--- config.mk ---
export PLATFORM = sky130hd
export DESIGN_NAME = fan_speed_step_regulator
export DESIGN_NICKNAME = d
export VERILOG_FILES = /design/src/hw/rtl/fssr_pkg.sv /design/src/hw/rtl/fssr_step.sv /design/src/hw/rtl/fan_speed_step_regulator.sv
export SDC_FILE = /design/constraint.sdc
export NUM_CORES = 1
export LEC_CHECK = 0
export BUFFER_PORTS_ARGS = -buffer_cell sky130_fd_sc_hd__buf_2
export CELL_PAD_IN_SITES_DETAIL_PLACEMENT = 2
export CELL_PAD_IN_SITES_GLOBAL_PLACEMENT = 2
export CORE_MARGIN = 2
export CORE_UTILIZATION = 33
export DETAILED_ROUTE_END_ITERATION = 7
export PLACE_DENSITY_LB_ADDON = 0.1
export RECOVER_POWER = 50
export SLEW_MARGIN = 15
export SYNTH_ARGS = -nofsm -noshare
export SYNTH_HDL_FRONTEND = slang
export SYNTH_SLANG_ARGS = --single-unit
export TNS_END_PERCENT = 50
--- constraint.sdc ---
create_clock -name i_clk -period 4 [get_ports i_clk]
set_input_delay 0.6 -clock i_clk [delete_from_list [all_inputs] [get_ports i_clk]]
set_output_delay 0.6 -clock i_clk [all_outputs]
set_load 0.005 [all_outputs]
--- src/hw/rtl/fssr_pkg.sv ---
// ----------------------------------------------------------------------------
// fssr_pkg
// Types and constants shared by the fan speed step regulator modules.
// ----------------------------------------------------------------------------
`default_nettype none

package fssr_pkg;

    localparam int SPEED_WIDTH_DEF = 16;
    localparam int FAIL_TICKS_DEF  = 10;

    localparam int DUTY_W  = 7;
    localparam int STALL_W = 4;

    // error thresholds
    localparam int ERR_UP_BIG = 300;
    localparam int ERR_UP     = 80;
    localparam int ERR_DN_BIG = 100;
    localparam int ERR_DN     = 80;

    // duty steps and limits
    localparam logic [DUTY_W-1:0] DUTY_STEP_BIG = 7'd20;
    localparam logic [DUTY_W-1:0] DUTY_STEP     = 7'd3;
    localparam logic [DUTY_W-1:0] DUTY_STEP_DN  = 7'd3;
    localparam logic [DUTY_W-1:0] DUTY_MAX      = 7'd99;
    localparam logic [DUTY_W-1:0] DUTY_DN_MIN   = 7'd5;
    localparam logic [DUTY_W-1:0] DUTY_FLOOR    = 7'd10;

    typedef struct packed {
        logic [DUTY_W-1:0]  duty;
        logic [STALL_W-1:0] stall_ticks;
        logic               fail;
    } t_state;

endpackage

`default_nettype wire

--- src/hw/rtl/fssr_step.sv ---
// ----------------------------------------------------------------------------
// fssr_step
// One regulation tick: duty step, stall counting and sticky fail flag.
// ----------------------------------------------------------------------------
`default_nettype none

module fssr_step #(
    parameter int SPEED_WIDTH = fssr_pkg::SPEED_WIDTH_DEF,
    parameter int FAIL_TICKS  = fssr_pkg::FAIL_TICKS_DEF
) (
    input  wire logic [SPEED_WIDTH-1:0] i_target_speed,
    input  wire logic [SPEED_WIDTH-1:0] i_pulse_count,
    input  wire logic                   i_pwm_high,
    input  wire logic                   i_clear_fail,
    input  wire fssr_pkg::t_state       i_state,
    output fssr_pkg::t_state            o_state,
    output logic                        o_duty_written
);
    import fssr_pkg::*;

    // error wide enough for the thresholds at any speed width
    localparam int ERR_W = (SPEED_WIDTH + 1 > 11) ? SPEED_WIDTH + 1 : 11;
    localparam int EXT_W = ERR_W - SPEED_WIDTH;

    localparam logic signed [ERR_W-1:0] LIM_UP_BIG = ERR_W'(ERR_UP_BIG);
    localparam logic signed [ERR_W-1:0] LIM_UP     = ERR_W'(ERR_UP);
    localparam logic signed [ERR_W-1:0] LIM_DN_BIG = ERR_W'(-ERR_DN_BIG);
    localparam logic signed [ERR_W-1:0] LIM_DN     = ERR_W'(-ERR_DN);
    localparam logic [STALL_W-1:0]      STALL_LIM  = STALL_W'(FAIL_TICKS);

    logic signed [ERR_W-1:0] err;
    logic [DUTY_W:0]         up_sum;
    logic [DUTY_W-1:0]       n_duty;
    logic [DUTY_W-1:0]       adj_duty;
    logic                    regulate;
    logic                    fail_clr;

    assign err = $signed({{EXT_W{1'b0}}, i_target_speed})
               - $signed({{EXT_W{1'b0}}, i_pulse_count});

    always_comb begin
        up_sum = {1'b0, i_state.duty};
        n_duty = i_state.duty;
        if (err > $signed(ERR_W'(0))) begin
            if (err > LIM_UP_BIG) begin
                up_sum = {1'b0, i_state.duty} + {1'b0, DUTY_STEP_BIG};
            end else if (err > LIM_UP) begin
                up_sum = {1'b0, i_state.duty} + {1'b0, DUTY_STEP};
            end
            // cap at max duty
            if (up_sum > {1'b0, DUTY_MAX}) begin
                n_duty = DUTY_MAX;
            end else begin
                n_duty = up_sum[DUTY_W-1:0];
            end
        end else if (err < LIM_DN_BIG) begin
            if (i_state.duty > DUTY_DN_MIN) begin
                n_duty = i_state.duty - DUTY_STEP_DN;
            end
        end else if (err < LIM_DN) begin
            if (i_state.duty != '0) begin
                n_duty = i_state.duty - DUTY_W'(1);
            end
        end
        adj_duty = (n_duty < DUTY_FLOOR) ? DUTY_FLOOR : n_duty;
    end

    assign regulate = (i_target_speed != '0) && i_pwm_high;

    always_comb begin
        fail_clr       = i_state.fail & ~i_clear_fail;
        o_state        = i_state;
        o_state.fail   = fail_clr;
        o_duty_written = 1'b0;
        if (i_target_speed != '0) begin
            if (regulate) begin
                o_state.duty   = adj_duty;
                o_duty_written = 1'b1;
                if (i_pulse_count == '0) begin
                    if (i_state.stall_ticks >= STALL_LIM) begin
                        o_state.stall_ticks = '0;
                        o_state.fail        = 1'b1;
                    end else begin
                        o_state.stall_ticks = i_state.stall_ticks + STALL_W'(1);
                    end
                end else begin
                    o_state.stall_ticks = '0;
                end
            end else begin
                o_state.stall_ticks = '0;
            end
        end
    end

endmodule

`default_nettype wire

--- src/hw/rtl/fan_speed_step_regulator.sv ---
// ----------------------------------------------------------------------------
// fan_speed_step_regulator
// Per-tick step regulator for fan PWM duty with stall detection.
// ----------------------------------------------------------------------------
// One request per control tick enters an input register; the step logic
// then updates duty, stall count and fail flag and loads the result register
// when that register is free or draining. A request is taken every cycle
// unless the input register is held by a stalled result register. The duty
// feedback loop closes through the step logic and the state register. The
// user must write target_speed through the configuration port only while no
// request is in flight; the block itself does not enforce this. Zero powers
// the motor off and freezes regulation.
`default_nettype none

module fan_speed_step_regulator #(
    parameter int SPEED_WIDTH = fssr_pkg::SPEED_WIDTH_DEF,
    parameter int FAIL_TICKS  = fssr_pkg::FAIL_TICKS_DEF
) (
    input  wire logic                     i_clk,
    input  wire logic                     i_rst_n,
    // configuration
    input  wire logic                     i_cfg_valid,
    output logic                          o_cfg_ready,
    input  wire logic [SPEED_WIDTH-1:0]   i_cfg_target_speed,
    // request channel
    input  wire logic                     i_in_valid,
    output logic                          o_in_stall,
    input  wire logic [SPEED_WIDTH-1:0]   i_pulse_count,
    input  wire logic                     i_pwm_high,
    input  wire logic                     i_clear_fail,
    // result channel
    output logic                          o_out_valid,
    input  wire logic                     i_out_stall,
    output logic [fssr_pkg::DUTY_W-1:0]   o_pwm_duty,
    output logic                          o_duty_written,
    output logic                          o_fail,
    output logic                          o_power_on
);
    import fssr_pkg::*;

    logic [SPEED_WIDTH-1:0] r_target_speed;

    logic                   r_in_valid;
    logic [SPEED_WIDTH-1:0] r_pulse_count;
    logic                   r_pwm_high;
    logic                   r_clear_fail;

    t_state                 r_state;
    t_state                 n_state;
    logic                   n_written;

    logic                   r_out_valid;
    logic [DUTY_W-1:0]      r_pwm_duty;
    logic                   r_duty_written;
    logic                   r_fail;
    logic                   r_power_on;

    logic                   advance;
    logic                   in_take;

    assign o_cfg_ready = 1'b1;

    // advance the input stage when the result register is free or draining
    assign advance    = r_in_valid && (!r_out_valid || !i_out_stall);
    assign o_in_stall = r_in_valid && !advance;
    assign in_take    = i_in_valid && !o_in_stall;

    always_ff @(posedge i_clk) begin
        if (!i_rst_n) begin
            r_target_speed <= '0;
        end else if (i_cfg_valid && o_cfg_ready) begin
            r_target_speed <= i_cfg_target_speed;
        end
    end

    always_ff @(posedge i_clk) begin
        if (!i_rst_n) begin
            r_in_valid <= 1'b0;
        end else if (in_take) begin
            r_in_valid <= 1'b1;
        end else if (advance) begin
            r_in_valid <= 1'b0;
        end
    end

    always_ff @(posedge i_clk) begin
        if (in_take) begin
            r_pulse_count <= i_pulse_count;
            r_pwm_high    <= i_pwm_high;
            r_clear_fail  <= i_clear_fail;
        end
    end

    fssr_step #(
        .SPEED_WIDTH (SPEED_WIDTH),
        .FAIL_TICKS  (FAIL_TICKS)
    ) u_step (
        .i_target_speed (r_target_speed),
        .i_pulse_count  (r_pulse_count),
        .i_pwm_high     (r_pwm_high),
        .i_clear_fail   (r_clear_fail),
        .i_state        (r_state),
        .o_state        (n_state),
        .o_duty_written (n_written)
    );

    always_ff @(posedge i_clk) begin
        if (!i_rst_n) begin
            r_state <= '0;
        end else if (advance) begin
            r_state <= n_state;
        end
    end

    always_ff @(posedge i_clk) begin
        if (!i_rst_n) begin
            r_out_valid <= 1'b0;
        end else if (advance) begin
            r_out_valid <= 1'b1;
        end else if (!i_out_stall) begin
            r_out_valid <= 1'b0;
        end
    end

    always_ff @(posedge i_clk) begin
        if (advance) begin
            r_pwm_duty     <= n_state.duty;
            r_duty_written <= n_written;
            r_fail         <= n_state.fail;
            r_power_on     <= (r_target_speed != '0);
        end
    end

    assign o_out_valid    = r_out_valid;
    assign o_pwm_duty     = r_pwm_duty;
    assign o_duty_written = r_duty_written;
    assign o_fail         = r_fail;
    assign o_power_on     = r_power_on;

endmodule

`default_nettype wire

### Word level (Yosys, flattened, before mapping)

Index checks and enable logic that the tools add are counted.

| word-level totals | value |
|---|---|
| register bits after elaboration | 58 |
| output and inout bits | 13 |

| operators by class | value |
|---|---|
| $add $sub $neg | 6 |
| $lt $le $gt $ge | 9 |
| equality and inequality tests | 1 |
| mux-type cells | 23 |
| bitwise logic cells | 2 |
| reductions and logical operators | 14 |

Operators with widths:

| operator | number |
|---|---|
| 2-to-1 mux 7 bit | 8 |
| < comparator 17 x 8 -> 1 bit, second input constant | 2 |
| 2-to-1 mux 8 bit | 3 |
| > comparator 17 x 1 -> 1 bit, second input constant | 1 |
| > comparator 17 x 10 -> 1 bit, second input constant | 1 |
| > comparator 17 x 8 -> 1 bit, second input constant | 1 |
| subtractor 16 x 16 -> 17 bit | 1 |
| logical NOT 16 bit | 1 |
| nonzero test 16 bit | 1 |
| 2-to-1 mux 12 bit | 1 |
| 2-to-1 mux 4 bit | 3 |
| adder 7 x 2 -> 8 bit, second input constant | 1 |
| adder 7 x 5 -> 8 bit, second input constant | 1 |
| > comparator 8 x 7 -> 1 bit, second input constant | 1 |
| 2-to-1 mux 1 bit | 8 |
| > comparator 7 x 3 -> 1 bit, second input constant | 1 |
| < comparator 7 x 4 -> 1 bit, second input constant | 1 |
| nonzero test 7 bit | 1 |
| subtractor 7 x 1 -> 7 bit, second input constant | 1 |
| subtractor 7 x 2 -> 7 bit, second input constant | 1 |
| adder 4 x 1 -> 4 bit, second input constant | 1 |
| greater-or-equal comparator 4 bit, second input constant | 1 |
| logical AND 1 bit | 4 |
| logical NOT 1 bit | 4 |
| 6 further kinds | 6 |

### Depth between registers and ports, before layout

Gate-level depths: netlist of run 1.

| depth | value |
|---|---|
| depth after elaboration | 12 |
| gate-level depth with buffers | 17 |
| depth with buffers taken out | 16 |

### Cells and area by module

From an unflattened synthesis of run 1, not the netlist that was laid out.

| second synthesis, totals | value |
|---|---|
| cells, all modules | 573 |
| area, all modules | 4879.7 um^2 |

By module, submodules not included:

| module | times used | cells each | area an instance (um^2) | sequential area each (um^2) |
|---|---|---|---|---|
| fssr_step | 1 | 427 | 2817.7 | 0.0 |
| fan_speed_step_regulator | 1 | 146 | 2062.0 | 1441.4 |

### Worst setup path before layout of run 1

No wires, ideal clock.

| path | value |
|---|---|
| path type | register to register |
| start | register r_pulse_count[0] |
| end | register r_pwm_duty[2], in the netlist o_pwm_duty[2] (data pin) |
| library setup time | 0.265 ns |
| arrival time | 3.820 ns |
| data required time | 3.735 ns |
| path slack | -0.085 ns |
| stages on the path, launching flop included | 17 |
| buffers on the path | 1 |
| period minus slack after synthesis | 4.085 ns |
| cells stage by stage | edfxtp_1 -> ha_1 -> fa_1 -> nand2b_1 -> a21boi_2 -> nor4_2 -> a311o_1 -> o211a_1 -> or3_1 -> nor3_2 -> or2_1 -> buf_4 -> mux2i_2 -> a211oi_2 -> nor4_2 -> nor3b_2 -> o22ai_1 |

RTL lines:

| what | RTL line | RTL |
|---|---|---|
| start: declaration | fan_speed_step_regulator.sv:44 | `logic [SPEED_WIDTH-1:0] r_pulse_count;` |
| start signal: assignment | fan_speed_step_regulator.sv:88 | `r_pulse_count <= i_pulse_count;` |
| end signal: assignment | fan_speed_step_regulator.sv:127 | `r_pwm_duty <= n_state.duty;` |
| end: declaration | fan_speed_step_regulator.sv:53 | `logic [DUTY_W-1:0] r_pwm_duty;` |

==> results of run 1 <==
-- stage by stage --
step | setup TNS (ns) | total power (µW) | hold slack, ns | std cells | worst slack, ns
after CTS | -2.01 | 2450 | 0.430 | 890 | -0.284
final | -5.84 | 2610 | 0.439 | 902 | -0.581
after floorplan | 0 | 1110 | 0.458 | 531 | 0.00566
after detailed placement | -5.76 | 1490 | 0.517 | 858 | -0.617
after global placement | -3.77 | 1450 | 0.476 | 858 | -0.493
after global routing | -7.03 | 2700 | 0.425 | 902 | -0.675
-- registers in the layout, summed over array words and instances (netlist names) --
signal	flops
r_clear_fail	1
r_in_valid	1
o_pwm_duty	7
o_out_valid	1
r_pulse_count	16
o_fail	1
r_target_speed	16
r_pwm_high	1
r_state	12
o_power_on	1
o_duty_written	1
-- per-layer routing --
layer | global-route usage [%] | routed length [µm] | up-vias | part of all wire (%)
li1 | - | - | 2378 | -
met1 | 38.5 | 10400 | 2785 | 40
met2 | 52.4 | 13200 | 237 | 51
met3 | 3.49 | 1160 | 88 | 4.5
met4 | 12.4 | 1170 | 0 | 4.5
met5 | 0 | 0 | - | 0
-- report_power, final --
part           switching [µW]  internal [µW]  total (µW)
clock network             297            541         838
registers                37.5            662         700
logic                     590            478        1070
-- Yosys cell counts, drive strengths merged (5+ instances only) --
cell and n:
nand2 50, inv 34, dfxtp 30, edfxtp 28, a21oi 26, o21ai 26
ha 25, mux2i 24, nor2 24, nor2b 24, buf 15, clkbuf 14
nor3 14, nor4 14, a211oi 13, nand3 13, xnor2 11, a31oi 9
nand4 8, a21o 7, o211ai 7, o21a 7, and2 6, o31ai 6
a21boi 5, a31o 5, nand2b 5, o2111ai 5, o211a 5
-- timing repair --
item                       CTS  global route
pin swaps                   27            20
setup buffers               16            12
setup endpoints to repair   14            14
gates resized for setup     59            42
-- final cells by class --
class,instances,area (µm²)
fill,1454,6850
tap,180,225
inverter,35,131
timing repair buffer,204,1420
clock inverter,6,81.3
clock buffer,10,229
multi-input combinational,409,3450
sequential,58,1440
-- path summary, 6_finish.rpt --
kind	start	endpoint	slack, ns	cells after the start
worst min register to register	r_in_valid	o_out_valid	0.52	2
worst max register to register	r_pulse_count[0]	o_pwm_duty[0]	-0.58	18
worst max-delay path	r_pulse_count[0]	o_pwm_duty[0]	-0.58	18
worst min-delay path	i_pulse_count[4]	r_pulse_count[4]	0.44	1
-- cells by family after synthesis --
logic type | count (synthesis)
DFF | 58
adders and majority gates | 26
AOI/OAI and AO/OA | 159
buffers and inverters | 64
other | 1
muxes | 27
and+or+nand+nor | 182
xor gates and xnor gates | 14
==> impl_metrics.yaml, run 1 <==
final_layout:
  drive_gt1_share_pct: 43.5
  final_cell_mix: "buf_4, buf_2, nand2_1"
  design_area_um2: 6980
  fin_nets: 782
  fin_util_pct: 50.4
  mostFrequentLayoutCell: "buf_4"
  n_antenna_cell: 0
  area_delta_synth_final_pct: 49.7
global_route:
  grt_use_total_pct: 30.4
  grt_pass1_vias: 5784
  grt_max_degree: 32
  grt_pass1_wl_um: 34200
  overflow: 0
  antenna_found_initial: 0
critical_path:
  critPathSlowestCell: "a2111o_1"
  cp-end-kind: "flop"
  critical_path.max_stage_delay_ns: 0.47
  critPathRequiredTime_ns: 4.15
  path_cells: "ha_2, fa_2, buf_4, xnor2_4, nor3_1, mux2i_1, a22oi_2, o211a_4, or3_4, nor3_4, buf_4, buf_4, nor3_1, a2111o_1, a31oi_4, o22ai_1, and2_1, o31ai_2"
  crit_buf_inv: 3
  worstSetupPathType: "flop to flop"
  start_kind: "flop"
  crit_family: "compound AO/OA/AOI/OAI gates"
  worst_ep_arrival_time_ns: 4.73
  cp_max_fo: 3
  cp_common_cell: "buf_4"
yosys:
  synth.area.top_cells: "edfxtp_1, dfxtp_1, ha_1"
  postSynthCellCount: 531
  synth_cell_type_count: 82
  synth_top_family_by_area: "compound AO/OA/AOI/OAI gates"
  muxShareOfSynthArea_pct: 6.20
  synth-async-reset-ratio_pct: 0
  synth_xor_xnor_area_share_pct: 2.63
  synth_edf_count: 28
  synth-compound-area-share_pct: 25.6
  yosys.area_share.simple_pct: 21.5
  dominantRegCellSynth: "dfxtp_1"
  synth_nets: 596
  synth_top_area_share_pct: 18.0
  yosys_warnings: 0
  yosysSeqAreaShare_pct: 30.9
  synth_adder_area_share_pct: 7.14
  syn_area_um2: 4660
  ys_seq_elements: 58
  post-synth-top-area-cell: "edfxtp_1"
  synth_area_per_cell_um2: 8.77
timing:
  setup_ws_ns: -0.581
  worstMarginPinSlew_ns: 0.743
  fin_crit_sh_pct: 115
  drv_slew: 0
  final-setup-viol-count: 14
  fmax_mhz: 218
  slew_headroom_pct: 50.0
  skew_ns: 0.00908
  rsz0062_at_grt: "yes"
  hold_viol: 0
  min_period_ns: 4.58
place:
  placed_area_um2: 5950
  io_buffers: 50
  place_congestion: 0.866
  dp_hpwl_um: 15000
clock_network:
  clock_latency_ns: 0.34
  clockRootBuffer: "clkbuf_16"
  htreeDepth: 3
  path_clk_slew_ns: 0.06
  clk_path_buf_depth: 2
  clock-sinks: 58
  hold_buffers: 0
  numCtsBuffers: 9
  tritoncts: "yes"
routing:
  vias: 5488
  first_pass_iters: 4
  ant_nets: 0
  avgRoutedWirePerCell_um: 28.7
  routed_wl_um: 25900
  drtIter0Drc: 391
  drc_errors: 0
  routed_via_density: 6.08
die:
  die_h_um: 123
  initial_core_util_pct: 33.7
  core_area_um2: 13800
  die_w_um: 123
  io_pins: 52
  rows: 43
  dieArea_um2: 15100
outcome:
  outcome: "finished, violations left"
  failed_checks: "setup timing"
worst_hold_path:
  hold_path_class: "primary input to flop"
power_and_ir_drop:
  p_leak_uw: 0.00300
  power.density_nw_per_um2: 374
  max-vdd-ir-drop_mv: 0.389
job:
  max_cap_violations: 0
(Power assumes the default switching activity.)
==> run 2: changes to the inputs <==
Settings changed: REMOVE_ABC_BUFFERS set to 1.
==> impl_metrics.yaml, run 2 (synthesized netlist as in run 1, its figures left out) <==
place:
  placed_area_um2: 5920
  io_buffers: 50
  dp_hpwl_um: 14600
  place_ws_ns: -0.577
  place_congestion: 0.938
timing:
  final-setup-viol-count: 14
  skew_ns: 0.0171
  hold_viol: 0
  worstMarginPinSlew_ns: 1.29
  fmax_mhz: 216
  slew_headroom_pct: 13.7
  setup_ws_ns: -0.639
  whs_ns: 0.438
  min_period_ns: 4.64
  drv_slew: 0
  fin_crit_sh_pct: 116
  rsz0062_at_grt: "yes"
final_layout:
  nFillCells: 1403
  fin_util_pct: 50.7
  drive_gt1_share_pct: 45.5
  top_regs: "r_pulse_count x16, r_target_speed x16, r_state x12"
  design_area_um2: 7010
  area_delta_synth_final_pct: 50.4
  final_cell_mix: "buf_4, buf_2, nand2_1"
  mostFrequentLayoutCell: "buf_4"
  n_antenna_cell: 0
  fin_nets: 777
power_and_ir_drop:
  internal-power_uw: 1630
  power.density_nw_per_um2: 366
  netSwitchingPower_uw: 930
  pwr-share-clk_pct: 30.8
  combinationalPowerShare_pct: 41.9
  total_power_uw: 2560
  power_frac_seq_pct: 27.4
  swShare_pct: 36.3
  p_leak_uw: 0.00299
  max-vdd-ir-drop_mv: 0.361
clock_network:
  clockRootBuffer: "clkbuf_16"
  htreeDepth: 3
  clock-sinks: 58
  tritoncts: "yes"
  hold_buffers: 0
  clock_latency_ns: 0.34
  clk_path_buf_depth: 2
  numCtsBuffers: 9
  path_clk_slew_ns: 0.06
routing:
  routed_wl_um: 25900
  drtIter0Drc: 294
  routed_via_density: 5.97
  vias: 5358
  ant_nets: 0
  avgRoutedWirePerCell_um: 28.9
  first_pass_iters: 4
  drc_errors: 0
critical_path:
  start_kind: "flop"
  reg2reg_depth: 16
  worst_ep_arrival_time_ns: 4.78
  critPathRequiredTime_ns: 4.15
  worstSetupPathType: "flop to flop"
  timing.rr.start: "r_pulse_count[0]"
  worstSetupEndpoint: "o_pwm_duty[0]"
  reg2reg_to: "o_pwm_duty[0]"
  cp-end-kind: "flop"
  rrSetupSlack_ns: -0.64
  critPathLaunch: "r_pulse_count[0]"
  cp_max_fo: 7
die:
  initial_core_util_pct: 33.7
  rows: 43
  dieArea_um2: 15100
  die_w_um: 123
  io_pins: 52
  core_area_um2: 13800
  die_h_um: 123
outcome:
  outcome: "finished, violations left"
  failed_checks: "setup timing"
global_route:
  grt_max_degree: 32
  overflow: 0
  grt_use_total_pct: 29.6
  antenna_found_initial: 0
  grt_pass1_vias: 5800
  grt_pass1_wl_um: 33600
job:
  max_cap_violations: 0
worst_hold_path:
  hold_path_class: "primary input to flop"
[run 2: area by class of cell]
class                           instances  area [µm²]  share of cell area [%]
Timing Repair Buffer                  199        1380                    19.6
Inverter                               35         135                    1.93
Clock buffer                           12         246                    3.52
Clock inverter                          4        42.5                   0.607
Tap cell                              180         225                    3.21
Multi-Input combinational cell        409        3540                    50.5
Sequential cell                        58        1440                    20.6
[run 2: power by group through the flow]
stage | clock network (µW) | registers, µW | logic (µW)
after floorplan | 0 | 695 | 394
after global placement | 0 | 700 | 729
after detailed placement | 0 | 702 | 765
after CTS | 762 | 692 | 889
after global routing | 812 | 703 | 1120
final | 789 | 701 | 1070
[run 2: metal layers]
layer | GRT usage (%) | vias to the layer above | wire length, µm
li1 | - | 2371 | -
met1 | 37.5 | 2689 | 10400
met2 | 50.9 | 221 | 12800
met3 | 4.09 | 77 | 1530
met4 | 11.2 | 0 | 1210
met5 | 0 | - | 0
[run 2: per-stage QoR]
stage / std cells / setup TNS [ns]
floorplan: 502 / -0.354
global placement: 856 / -2.37
detailed placement: 856 / -4.70
CTS: 884 / -1.05
global route: 897 / -7.99
finish: 897 / -6.00
[run 2: worst min-delay path by stage]
| stage | startpoint | to | cells after the start |
|---|---|---|---|
| after CTS | i_pulse_count[10] | r_pulse_count[10] | 1 |
| after global placement | r_state[4] | r_state[4] | 2 |
| after floorplan | r_state[4] | r_state[4] | 2 |
| final | i_clear_fail | r_clear_fail | 1 |
| after detailed placement | r_state[4] | r_state[4] | 2 |
| after global routing | i_clear_fail | r_clear_fail | 1 |
[run 2: timing repair]
action | 4_1_cts | 5_1_grt
buffers inserted | 12 | 13
gates resized for setup | 70 | 59
endpoints found under the setup margin | 14 | 14
pin swaps | 28 | 30
hold endpoints to repair | 0 | 0
[run 2: worst max-delay path, stage by stage (launching register included)]
cell and delay, ns:
edfxtp_1 0.46, ha_4 0.21, fa_2 0.39, nand2b_4 0.19, a21boi_4 0.24, buf_6 0.14
o21ai_4 0.09, mux2i_4 0.26, a21boi_2 0.22, and4b_2 0.37, a211oi_2 0.10, o32a_1 0.41
a2111o_1 0.51, nor2b_1 0.18, o21ai_1 0.11, a32oi_2 0.23, o31ai_2 0.33
